## src/kat_pkg.sv

```systemverilog
// ----------------------------------------------------------------------------
// kat_pkg
// shared types and codes for the keyed accumulate table
// ----------------------------------------------------------------------------
package kat_pkg;

    localparam int KEY_W    = 16;
    localparam int QTY_IN_W = 16;
    localparam int QTY_W    = 24;
    localparam int PRICE_W  = 16;
    localparam int STATUS_W = 3;
    localparam int OUT_CNT_W = 5;

    // request codes
    localparam logic REQ_ADD = 1'b0;
    localparam logic REQ_DEL = 1'b1;

    // result status codes
    localparam logic [STATUS_W-1:0] ST_MERGED    = 3'd0;
    localparam logic [STATUS_W-1:0] ST_APPENDED  = 3'd1;
    localparam logic [STATUS_W-1:0] ST_FULL      = 3'd2;
    localparam logic [STATUS_W-1:0] ST_DELETED   = 3'd3;
    localparam logic [STATUS_W-1:0] ST_NOT_FOUND = 3'd4;

    typedef struct packed {
        logic [KEY_W-1:0]   key;
        logic [QTY_W-1:0]   qty;
        logic [PRICE_W-1:0] price;
    } t_entry;

    // controller to datapath
    typedef struct packed {
        logic                load_req;
        logic                clr_idx;
        logic                inc_idx;
        logic                rd_en;
        logic                rd_next;
        logic                wr_merge;
        logic                wr_append;
        logic                wr_shift;
        logic                cnt_inc;
        logic                cnt_dec;
        logic                set_status;
        logic [STATUS_W-1:0] status;
        logic                out_load;
    } t_ctl_cmd;

    // datapath to controller
    typedef struct packed {
        logic req_type;
        logic at_end;
        logic key_match;
        logic full;
        logic shift_last;
        logic out_free;
    } t_ctl_sts;

endpackage

```

## src/keyed_accumulate_table.sv

```systemverilog
// ----------------------------------------------------------------------------
// keyed_accumulate_table
// ordered key table with merge, append and delete-with-shift
// ----------------------------------------------------------------------------
// usage
//   input channel (i_valid / o_ready): one request per handshake, add or
//   delete selected by i_req_type, with key, quantity and price
//   output channel (o_valid / i_ready): one result per request, a status
//   code and the entry count after the request
//   scan: a request reads the table entry by entry, entries are
//   held in a single-port-read memory with registered read data
//     merge    : scan up to the matching entry, then write it back merged
//     append / full / not found : scan every entry, then append or report
//     delete   : scan up to the match, then shift each later entry down
//   requests: one at a time, a new one is taken only when the sequencer is idle
//   reset: i_rst_n low clears the entry count and the sequencer; stored
//   entries are not cleared, since only entries below the count are read
//   stall: the result waits in an output register; a new request is taken
//   meanwhile and its result is held until the output register frees up
// ----------------------------------------------------------------------------
module keyed_accumulate_table #(
    parameter int CAPACITY = 16
) (
    input  logic                             i_clk,
    input  logic                             i_rst_n,
    // request channel
    input  logic                             i_valid,
    output logic                             o_ready,
    input  logic                             i_req_type,
    input  logic [kat_pkg::KEY_W-1:0]        i_item_key,
    input  logic [kat_pkg::QTY_IN_W-1:0]     i_item_quantity,
    input  logic [kat_pkg::PRICE_W-1:0]      i_item_price,
    // result channel
    output logic                             o_valid,
    input  logic                             i_ready,
    output logic [kat_pkg::STATUS_W-1:0]     o_status,
    output logic [kat_pkg::OUT_CNT_W-1:0]    o_entry_count
);

    // command and status between sequencer and datapath
    kat_pkg::t_ctl_cmd w_cmd;
    kat_pkg::t_ctl_sts w_sts;

    // sequencer: search, then merge, append or shift down
    kat_ctrl u_ctrl (
        .i_clk   (i_clk),
        .i_rst_n (i_rst_n),
        .i_valid (i_valid),
        .o_ready (o_ready),
        .i_sts   (w_sts),
        .o_cmd   (w_cmd)
    );

    // entry memory, counters and result register
    kat_dpath #(
        .CAPACITY (CAPACITY)
    ) u_dpath (
        .i_clk           (i_clk),
        .i_rst_n         (i_rst_n),
        .i_cmd           (w_cmd),
        .o_sts           (w_sts),
        .i_req_type      (i_req_type),
        .i_item_key      (i_item_key),
        .i_item_quantity (i_item_quantity),
        .i_item_price    (i_item_price),
        .i_ready         (i_ready),
        .o_valid         (o_valid),
        .o_status        (o_status),
        .o_entry_count   (o_entry_count)
    );

endmodule

```

## src/kat_dpath.sv

```systemverilog
// ----------------------------------------------------------------------------
// kat_dpath
// entry memory, scan index, entry count and result register
// ----------------------------------------------------------------------------
module kat_dpath #(
    parameter int CAPACITY = 16
) (
    input  logic                                 i_clk,
    input  logic                                 i_rst_n,
    input  kat_pkg::t_ctl_cmd                    i_cmd,
    output kat_pkg::t_ctl_sts                    o_sts,
    input  logic                                 i_req_type,
    input  logic [kat_pkg::KEY_W-1:0]            i_item_key,
    input  logic [kat_pkg::QTY_IN_W-1:0]         i_item_quantity,
    input  logic [kat_pkg::PRICE_W-1:0]          i_item_price,
    input  logic                                 i_ready,
    output logic                                 o_valid,
    output logic [kat_pkg::STATUS_W-1:0]         o_status,
    output logic [kat_pkg::OUT_CNT_W-1:0]        o_entry_count
);

    localparam int IDX_W = (CAPACITY > 1) ? $clog2(CAPACITY) : 1;
    localparam int CNT_W = $clog2(CAPACITY + 1);
    localparam logic [CNT_W-1:0] CAP_CNT = CNT_W'(CAPACITY);

    kat_pkg::t_entry r_mem [CAPACITY];
    kat_pkg::t_entry r_rd_data;
    kat_pkg::t_entry w_wr_data;

    logic                             r_req_type;
    logic [kat_pkg::KEY_W-1:0]        r_req_key;
    logic [kat_pkg::QTY_IN_W-1:0]     r_req_qty;
    logic [kat_pkg::PRICE_W-1:0]      r_req_price;

    logic [CNT_W-1:0]                 r_idx;
    logic [CNT_W-1:0]                 r_count;
    logic [CNT_W-1:0]                 w_idx_p1;
    logic [IDX_W-1:0]                 w_raddr;
    logic [IDX_W-1:0]                 w_waddr;
    logic                             w_wr_en;
    logic [kat_pkg::QTY_W:0]          w_sum;
    logic [kat_pkg::QTY_W-1:0]        w_sat;
    logic [kat_pkg::STATUS_W-1:0]     r_status;
    logic                             r_out_valid;
    logic [kat_pkg::STATUS_W-1:0]     r_out_status;
    logic [CNT_W+kat_pkg::OUT_CNT_W-1:0] w_cnt_ext;
    logic [kat_pkg::OUT_CNT_W-1:0]    r_out_count;

    assign w_idx_p1 = r_idx + CNT_W'(1);
    assign w_raddr  = i_cmd.rd_next ? w_idx_p1[IDX_W-1:0] : r_idx[IDX_W-1:0];
    assign w_waddr  = i_cmd.wr_append ? r_count[IDX_W-1:0] : r_idx[IDX_W-1:0];
    assign w_wr_en  = i_cmd.wr_merge | i_cmd.wr_append | i_cmd.wr_shift;

    // saturating merge of quantity
    assign w_sum = {1'b0, r_rd_data.qty}
                 + {{(kat_pkg::QTY_W + 1 - kat_pkg::QTY_IN_W){1'b0}}, r_req_qty};
    assign w_sat = w_sum[kat_pkg::QTY_W] ? {kat_pkg::QTY_W{1'b1}}
                                         : w_sum[kat_pkg::QTY_W-1:0];

    always_comb begin
        w_wr_data = r_rd_data;
        if (i_cmd.wr_merge) begin
            w_wr_data.qty   = w_sat;
            w_wr_data.price = r_req_price;
        end else if (i_cmd.wr_append) begin
            w_wr_data.key   = r_req_key;
            w_wr_data.qty   = {{(kat_pkg::QTY_W - kat_pkg::QTY_IN_W){1'b0}}, r_req_qty};
            w_wr_data.price = r_req_price;
        end
    end

    // entry memory: one read and one write port
    always_ff @(posedge i_clk) begin
        if (w_wr_en) begin
            r_mem[w_waddr] <= w_wr_data;
        end
        if (i_cmd.rd_en) begin
            r_rd_data <= r_mem[w_raddr];
        end
    end

    // request latch
    always_ff @(posedge i_clk) begin
        if (i_cmd.load_req) begin
            r_req_type  <= i_req_type;
            r_req_key   <= i_item_key;
            r_req_qty   <= i_item_quantity;
            r_req_price <= i_item_price;
        end
        if (i_cmd.set_status) begin
            r_status <= i_cmd.status;
        end
    end

    always_ff @(posedge i_clk) begin
        if (!i_rst_n) begin
            r_idx   <= '0;
            r_count <= '0;
        end else begin
            if (i_cmd.clr_idx) begin
                r_idx <= '0;
            end else if (i_cmd.inc_idx) begin
                r_idx <= w_idx_p1;
            end
            if (i_cmd.cnt_inc) begin
                r_count <= r_count + CNT_W'(1);
            end else if (i_cmd.cnt_dec) begin
                r_count <= r_count - CNT_W'(1);
            end
        end
    end

    // result register
    assign w_cnt_ext = {{kat_pkg::OUT_CNT_W{1'b0}}, r_count};

    always_ff @(posedge i_clk) begin
        if (!i_rst_n) begin
            r_out_valid <= 1'b0;
        end else if (i_cmd.out_load) begin
            r_out_valid <= 1'b1;
        end else if (i_ready) begin
            r_out_valid <= 1'b0;
        end
    end

    always_ff @(posedge i_clk) begin
        if (i_cmd.out_load) begin
            r_out_status <= r_status;
            r_out_count  <= w_cnt_ext[kat_pkg::OUT_CNT_W-1:0];
        end
    end

    assign o_valid       = r_out_valid;
    assign o_status      = r_out_status;
    assign o_entry_count = r_out_count;

    assign o_sts.req_type   = r_req_type;
    assign o_sts.at_end     = (r_idx == r_count);
    assign o_sts.key_match  = (r_rd_data.key == r_req_key);
    assign o_sts.full       = (r_count == CAP_CNT);
    assign o_sts.shift_last = (w_idx_p1 >= r_count);
    assign o_sts.out_free   = !r_out_valid || i_ready;

endmodule

```

## src/kat_ctrl.sv

```systemverilog
// ----------------------------------------------------------------------------
// kat_ctrl
// sequencer for search, merge, append and delete with shift
// ----------------------------------------------------------------------------
module kat_ctrl (
    input  logic              i_clk,
    input  logic              i_rst_n,
    input  logic              i_valid,
    output logic              o_ready,
    input  kat_pkg::t_ctl_sts i_sts,
    output kat_pkg::t_ctl_cmd o_cmd
);

    localparam logic [2:0] S_IDLE   = 3'd0;
    localparam logic [2:0] S_READ   = 3'd1;
    localparam logic [2:0] S_CMP    = 3'd2;
    localparam logic [2:0] S_SH_RD  = 3'd3;
    localparam logic [2:0] S_SH_WR  = 3'd4;
    localparam logic [2:0] S_FINISH = 3'd5;

    logic [2:0] r_state;
    logic [2:0] n_state;

    always_ff @(posedge i_clk) begin
        if (!i_rst_n) begin
            r_state <= S_IDLE;
        end else begin
            r_state <= n_state;
        end
    end

    always_comb begin
        n_state = r_state;
        o_cmd   = '0;
        o_ready = 1'b0;
        unique case (r_state)
            S_IDLE: begin
                o_ready = 1'b1;
                if (i_valid) begin
                    o_cmd.load_req = 1'b1;
                    o_cmd.clr_idx  = 1'b1;
                    n_state        = S_READ;
                end
            end
            S_READ: begin
                if (i_sts.at_end) begin
                    // key not present
                    o_cmd.set_status = 1'b1;
                    n_state          = S_FINISH;
                    if (i_sts.req_type == kat_pkg::REQ_DEL) begin
                        o_cmd.status = kat_pkg::ST_NOT_FOUND;
                    end else if (i_sts.full) begin
                        o_cmd.status = kat_pkg::ST_FULL;
                    end else begin
                        o_cmd.status    = kat_pkg::ST_APPENDED;
                        o_cmd.wr_append = 1'b1;
                        o_cmd.cnt_inc   = 1'b1;
                    end
                end else begin
                    o_cmd.rd_en = 1'b1;
                    n_state     = S_CMP;
                end
            end
            S_CMP: begin
                if (i_sts.key_match) begin
                    o_cmd.set_status = 1'b1;
                    if (i_sts.req_type == kat_pkg::REQ_DEL) begin
                        o_cmd.status = kat_pkg::ST_DELETED;
                        n_state      = S_SH_RD;
                    end else begin
                        o_cmd.status   = kat_pkg::ST_MERGED;
                        o_cmd.wr_merge = 1'b1;
                        n_state        = S_FINISH;
                    end
                end else begin
                    o_cmd.inc_idx = 1'b1;
                    n_state       = S_READ;
                end
            end
            S_SH_RD: begin
                if (i_sts.shift_last) begin
                    o_cmd.cnt_dec = 1'b1;
                    n_state       = S_FINISH;
                end else begin
                    o_cmd.rd_en   = 1'b1;
                    o_cmd.rd_next = 1'b1;
                    n_state       = S_SH_WR;
                end
            end
            S_SH_WR: begin
                o_cmd.wr_shift = 1'b1;
                o_cmd.inc_idx  = 1'b1;
                n_state        = S_SH_RD;
            end
            S_FINISH: begin
                if (i_sts.out_free) begin
                    o_cmd.out_load = 1'b1;
                    n_state        = S_IDLE;
                end
            end
            default: begin
                n_state = S_IDLE;
            end
        endcase
    end

endmodule

```

## config.mk

```make
export PLATFORM = sky130hd
export DESIGN_NAME = keyed_accumulate_table
export DESIGN_NICKNAME = d
export VERILOG_FILES = /design/src/kat_pkg.sv /design/src/keyed_accumulate_table.sv /design/src/kat_dpath.sv /design/src/kat_ctrl.sv
export SDC_FILE = /design/constraint.sdc
export NUM_CORES = 1
export LEC_CHECK = 0
export BUFFER_PORTS_ARGS = -buffer_cell sky130_fd_sc_hd__buf_2
export CAP_MARGIN = 20
export CORE_UTILIZATION = 35
export CTS_BUF_LIST = sky130_fd_sc_hd__clkbuf_4 sky130_fd_sc_hd__clkbuf_8
export CTS_CLUSTER_SIZE = 10
export DETAILED_ROUTE_END_ITERATION = 8
export PLACE_DENSITY = 0.6
export SLEW_MARGIN = 20
export SYNTH_ARGS = -nofsm -noshare
export SYNTH_HDL_FRONTEND = slang
export SYNTH_SLANG_ARGS = --single-unit
```

## constraint.sdc

```tcl
create_clock -name i_clk -period 3.8 [get_ports i_clk]
set_clock_uncertainty 0.05 [all_clocks]
set_input_delay 0.76 -clock i_clk [delete_from_list [all_inputs] [get_ports i_clk]]
set_output_delay 0.76 -clock i_clk [all_outputs]
set_load 0.01 [all_outputs]
```

# == After elaboration in Yosys (flattened, before gate mapping) ==
# Memories as Yosys holds them, arrays and structs flattened. A register that Yosys moved wholly into a read port is not among the register bits.
# Cells that the tools add are included.
# word_totals
register_bits,74
latch_bits,0
ramBits,896
rom_bits,0
in_bits,53
output_inout_bits,10
wordCells,83
mem_count,1
# op_classes
n_addsub,4
n_mul,0
div_mod_pow,0
magnitude_cmp,1
n_eq_ne,10
shift,0
muxes,46
n_bitwise,3
n_reduce_logical,7
# memory_table
memory,words,width,rd,rd_ports_with_merged_regs,write_ports,line,rtl
u_dpath.r_mem,16,56,1,1,1,kat_dpath.sv:26,kat_pkg::t_entry r_mem [CAPACITY];
# ops
operator,n
$mux 56,1
$mux 40,1
$add 24x16->25,1
$mux 24,1
$mux 1,21
$mux 3,6
$pmux 3 s6,1
$eq 16x16->1,1
$mux 16,1
$mux 4,4
$add 5x1->5 const B,2
$mux 2,5
$mux 5,2
$pmux 4 s2,1
$eq 3x2->1 const B,2
$eq 3x3->1 const B,2
$eq 5x5->1,1
$eq 5x5->1 const B,1
$ge 5x5->1,1
$sub 5x1->5 const B,1
$pmux 1 s2,2
$reduce_bool 2->1,2
$eq 3x1->1 const B,1
$logic_not 3->1,1
8 further kinds,9

# == Depth between registers and ports, before layout ==
# logic_depth
ltp_word,9
ltp_mapped,15
ltp_nobuf,11

# == Modules after synthesis ==
# From an unflattened synthesis, not the netlist that was laid out.
# hier_totals
cells_unflattened,879
hier_area_um2,13987.2
# by_module_without_submodules
module,n_inst,cells_each,area_each_um2,seq_area_each_um2
kat_dpath,1,827,13623.1,9228.9
kat_ctrl,1,52,364.1,60.1

# == Worst setup path before layout ==
# Ideal clock, no wire load.
# synth_path
path_kind,register to register
start,reg u_dpath.r_idx[0]
end,reg u_dpath.r_rd_data[42] (netlist name)
setup_ns,0.169
arrival_ns,3.173
required_time_ns,3.581
setup_slack_ns,0.408
stages_incl_launch_ff,13
path_buffers,1
period_less_slack_ns,3.392
cell_sequence,dfxtp_1 > ha_1 > xnor2_1 > inv_1 > ha_1 > a21oi_1 > o2111a_4 > nor2_4 > or3_4 > buf_6 > a22o_1 > or4_1 > o31ai_1
# synth_between
elab_chain_len,5
elab_cells_between_ends,8
cone_classes,add/sub (1); order compare (1); eq/ne (1); mux (5)
# synth_rtl
item,line,rtl
"start, declared",kat_dpath.sv:35,logic [CNT_W-1:0] r_idx;
"start signal, assigned",kat_dpath.sv:103,r_idx <= w_idx_p1;
$add 5x1->5 *,kat_dpath.sv:49,assign w_idx_p1 = r_idx + CNT_W'(1);
net u_dpath.w_idx_p1[2],kat_dpath.sv:37,logic [CNT_W-1:0] w_idx_p1;
$ge 5x5->1,kat_dpath.sv:141,assign o_sts.shift_last = (w_idx_p1 >= r_count);
$mux 2,kat_ctrl.sv:81,if (i_sts.shift_last) begin
$mux 1,kat_ctrl.sv:36,unique case (r_state)
$mux 4,kat_dpath.sv:50,assign w_raddr = i_cmd.rd_next ? w_idx_p1[IDX_W-1:0] : r_idx[IDX_W-1:0];
# The timed path passes the listed nets; every way through them passes the cells marked *.
# A chain may end at the register's enable or synchronous reset.

# == Worst setup path after layout ==
# layout_path
start,reg u_dpath.r_idx[0]
end,reg u_dpath.r_rd_data[45] (netlist name)
# layout_between
elab_chain_len,5
elab_cells_between_ends,8
cone_classes,add/sub (1); order compare (1); eq/ne (1); mux (5)
# layout_rtl
item,line
$add 5x1->5 *,kat_dpath.sv:49
net u_dpath.w_idx_p1[2],kat_dpath.sv:37
$ge 5x5->1,kat_dpath.sv:141
$mux 2,kat_ctrl.sv:81
$mux 1,kat_ctrl.sv:36
$mux 4,kat_dpath.sv:50
# Marks and branches as above.

==> impl_summary.txt <==
----------------------------------------------------
[Run status]
  Outcome ... finished, final reports clean

[GRT]
  Initial antenna violation count ... 0
  Global route total overflow ... 0
  Global-route total usage across every layer ... 18.0%
  Via count of the first global-routing pass ... 8238
  Global-route wire length before repair ... 51600 um
  Largest net degree at the start of global routing ... 34

[Layout]
  Layout Cell Area excl Fill ... 0.0155 mm2
  Antenna diodes ... 0
  Post-layout nets ... 1070
  Relative area change from synthesis to final layout ... 16.0%
  Share of cells above drive strength 1 ... 21.5%
  Final Instance Count excl. Fillers ... 1556

[Synth]
  Prevailing post-synth register cell ... sky130_fd_sc_hd__edfxtp_1
  EDFF count, synth ... 300
  Synthesized area ... 0.0134 mm2
  Synth area leader ... sky130_fd_sc_hd__edfxtp_1
  Sequential cell area fraction in the yosys report ... 69.5%
  Share of the synthesized area in the top cell type ... 67.4%
  Post-Syn Instances ... 925
  Register bit total from synthesis ... 314
  Net count of the mapped netlist ... 988
  Async S/R FF share, synth ... 0%
  Number of unique standard cell types used by synthesis ... 65
  Warning count from the yosys run ... 0
  Post-Syn Area per Cell ... 14.5 um2
  Largest cells by area after synthesis ... sky130_fd_sc_hd__edfxtp_1 67%, sky130_fd_sc_hd__o22ai_1 2.3%, sky130_fd_sc_hd__dfxtp_1 2.1%, sky130_fd_sc_hd__o221ai_1 2.0%, sky130_fd_sc_hd__nand2_1 2.0%

[Hold path]
  Worst Hold Launch ... i_item_key[14]
  Min-delay worst type ... in -> reg
  Number of cells on the worst hold path ... 1

[Clock network]
  Master cell of the clock root buffer ... sky130_fd_sc_hd__clkbuf_8
  Clock edge transition at the registers on the reported setup and hold paths ... 60 ps
  Clock tree from TritonCTS ... yes
  Number of clock sinks seen by CTS ... 314
  Total of hold buffers inserted after clock tree synthesis ... 0
  H-tree depth ... 2
  Total CTS buffers ... 52
  Source-to-sink clock delay at the later pin of the worst-skew pair ... 610 ps
  Buffer levels on the longest clock path ... 3

[Floorplanning]
  Die area ... 0.0390 mm2
  Floorplan row count ... 71
  Core Region ... 0.0377 mm2
  DIE WIDTH ... 197 um
  Effective utilization at floorplan ... 35.5%
  Chip Height ... 197 um
  Number of placed I/O pins ... 63

[Placed design]
  DP Area ... 0.0144 mm2
  Weighted congestion reported at the end of routability-driven placement ... 0.867
  Count of buffers from port buffering ... 30
  Post-placement cell count ... 1463
  Detailed Place HPWL ... 21600 um

[Setup path]
  Signal arrival time at the worst endpoint ... 4050 ps
  Start point of the critical path ... u_dpath.r_idx[0]$_SDFFE_PP0P_
  Maximum fanout count along the critical path ... 11
  Depth of the most critical reg-to-reg path ... 11
  Startpoint of the worst-slack reg-to-reg timing path ... u_dpath.r_idx[0]$_SDFFE_PP0P_
  Critical Path Source Type ... flop
  Data required time of the worst path ... 4200 ps
  Crit path kind ... reg -> reg
  Type of destination of the critical path ... flop

[Power]
  Logic gate share of total power ... 26.1%
  Worst vdd rail ir drop ... 0.252 mV
  Lkg Pwr ... 5.33 nW
  Switching share of power ... 31.7%
  Share of power burned in registers ... 46.2%
  Total power density per cell area ... 697 mW/mm2
  Switching power ... 3.43 mW
  Proportion of power drawn by the clock network ... 27.7%
  Internal Power ... 7.39 mW

[Timing]
  Max-slew violation count ... 0
  Relative slew margins ... 32.0%
  F_max ... 274 MHz
  Slew of the pin with the lowest slew margin ... 1020 ps
  Hold violation total from the final report ... 0
  Period Utilization, post-route ... 96.1%
  Time the worst path needs with I/O delays and setup ... 3650 ps
  Final setup violating endpoints ... 0
  Final Hold Slack ... 279 ps

[Drt]
  Wire length after detailed routing ... 35400 um
  DRT Pass-1 Iters ... 5
  Detailed-route vias per instance ... 5.50
  Count of antenna-violating nets left after detailed routing ... 0
  Number of DRC markers in iteration 0 ... 664
  Average wire length per cell after detail routing ... 22.8 um
  Remaining design rule violation count ... 0
  Vias ... 8552

[Job]
  Max-cap viol count ... 0

----------------------------------------------------
[routing by layer]
layer  up-vias  part of all wire (%)  track usage, %
met1      4319                    43            23.4
met4         0                   3.2            8.27
met2       302                    49            29.7
met5         -                     0               0
met3        74                   5.3            2.37
li1       3857                     -               -
[timing repair]
action	in CTS	in global routing
setup endpoints to repair	0	16
gates resized for setup	0	10
setup buffers	0	0
[state kept, by name, summed over array words and instances, names as in the netlist]
register / count
u_ctrl.r_state: 3
u_dpath.o_entry_count: 5
u_dpath.o_status: 3
u_dpath.o_valid: 1
u_dpath.r_count: 5
u_dpath.r_idx: 5
u_dpath.r_mem: 256
u_dpath.r_rd_data: 16
u_dpath.r_req_key: 16
u_dpath.r_req_type: 1
u_dpath.r_status: 3
[metrics by stage]
| stage | setup TNS, ps | total power [mW] | setup slack [ps] | utilization [%] |
|---|---|---|---|---|
| after floorplan | 0 | 6.89 | 408 | - |
| after global placement | 0 | 7.79 | 118 | 38.3 |
| after detailed placement | 0 | 7.87 | 46.5 | 38.3 |
| after CTS | 0 | 10.9 | 34.8 | 41.1 |
| after global routing | -63.8 | 11.3 | -25.7 | 41.2 |
| final | 0 | 10.8 | 147 | 41.2 |
[cell type report]
class / instances / area [um2]
fill: 3508 / 22200
multi-input combinational: 536 / 3790
inverter: 13 / 48.8
sequential: 314 / 9290
clock buffer: 79 / 950
timing repair buffer: 90 / 692
tap: 511 / 639
clock inverter: 13 / 104
[Yosys cell counts (all sizes together) (17+ instances only)]
cell type and number:
nor2 51, edfxtp 300, nand2 70, a211oi 32, o22ai 49, xnor2 25, o221ai 31, buf 34
mux2i 21, and3 32, o211ai 18, clkbuf 29, mux2 17
[cells in the final DEF (no fill, tap or decap), types with 9 or more instances in the layout]
| cell | n |
|---|---|
| sky130_fd_sc_hd__a211o_1 | 15 |
| sky130_fd_sc_hd__a211oi_1 | 32 |
| sky130_fd_sc_hd__a22o_1 | 15 |
| sky130_fd_sc_hd__and3_1 | 32 |
| sky130_fd_sc_hd__buf_2 | 30 |
| sky130_fd_sc_hd__buf_4 | 52 |
| sky130_fd_sc_hd__clkbuf_4 | 22 |
| sky130_fd_sc_hd__clkbuf_8 | 57 |
| sky130_fd_sc_hd__dfxtp_1 | 12 |
| sky130_fd_sc_hd__edfxtp_1 | 300 |
| sky130_fd_sc_hd__ha_1 | 9 |
| sky130_fd_sc_hd__inv_1 | 12 |
| sky130_fd_sc_hd__mux2_2 | 17 |
| sky130_fd_sc_hd__mux2i_1 | 21 |
| sky130_fd_sc_hd__nand2_1 | 70 |
| sky130_fd_sc_hd__nand3_1 | 10 |
| sky130_fd_sc_hd__nor2_1 | 46 |
| sky130_fd_sc_hd__o211ai_1 | 17 |
| sky130_fd_sc_hd__o221ai_1 | 31 |
| sky130_fd_sc_hd__o22a_1 | 15 |
| sky130_fd_sc_hd__o22ai_1 | 49 |
| sky130_fd_sc_hd__o31ai_1 | 15 |
| sky130_fd_sc_hd__or4_1 | 16 |
| sky130_fd_sc_hd__xnor2_1 | 24 |
[critical path, stage by stage (launching register included)]
cell and delay (ps):
sky130_fd_sc_hd__dfxtp_2 320, sky130_fd_sc_hd__ha_1 270, sky130_fd_sc_hd__xnor2_2 210, sky130_fd_sc_hd__inv_1 160
sky130_fd_sc_hd__ha_1 340, sky130_fd_sc_hd__a21oi_2 230, sky130_fd_sc_hd__o2111a_4 300, sky130_fd_sc_hd__nor2_4 80
sky130_fd_sc_hd__a21oi_2 780, sky130_fd_sc_hd__o22ai_1 150, sky130_fd_sc_hd__or4_1 540, sky130_fd_sc_hd__o31ai_1 110
[cell families (layout without fill, tap and decap cells)]
family / count (synthesis) / in the layout / synth area share, %
AO/OA/AOI/OAI: 236 / 237 / 13.5
buffers and inverters: 76 / 195 / 2.75
multiplexers: 38 / 38 / 3.00
flip-flops: 314 / 314 / 69.5
XOR/XNOR: 29 / 29 / 1.90
adder cells (fa/ha/maj): 10 / 10 / 0.992
AND/OR/NAND/NOR: 222 / 222 / 8.39
[final timing paths]
path | endpoint | slack, ps
min | u_dpath.r_req_key[14]$_DFFE_PP_ | 280
max | u_dpath.r_rd_data[45]$_DFFE_PP_ | 150
min reg2reg | u_dpath.o_status[2]$_DFFE_PP_ | 380
max reg2reg | u_dpath.r_rd_data[45]$_DFFE_PP_ | 150
[power groups by stage]
stage | sequential, mW | combinational, mW | clock [mW]
after global placement | 5.06 | 2.73 | 0
after global routing | 5.03 | 3.07 | 3.20
final | 5.00 | 2.82 | 3.00
after detailed placement | 5.07 | 2.80 | 0
after floorplan | 4.99 | 1.90 | 0
after CTS | 5.00 | 2.81 | 3.07
Note: power is estimated with default switching activity, not from simulation.
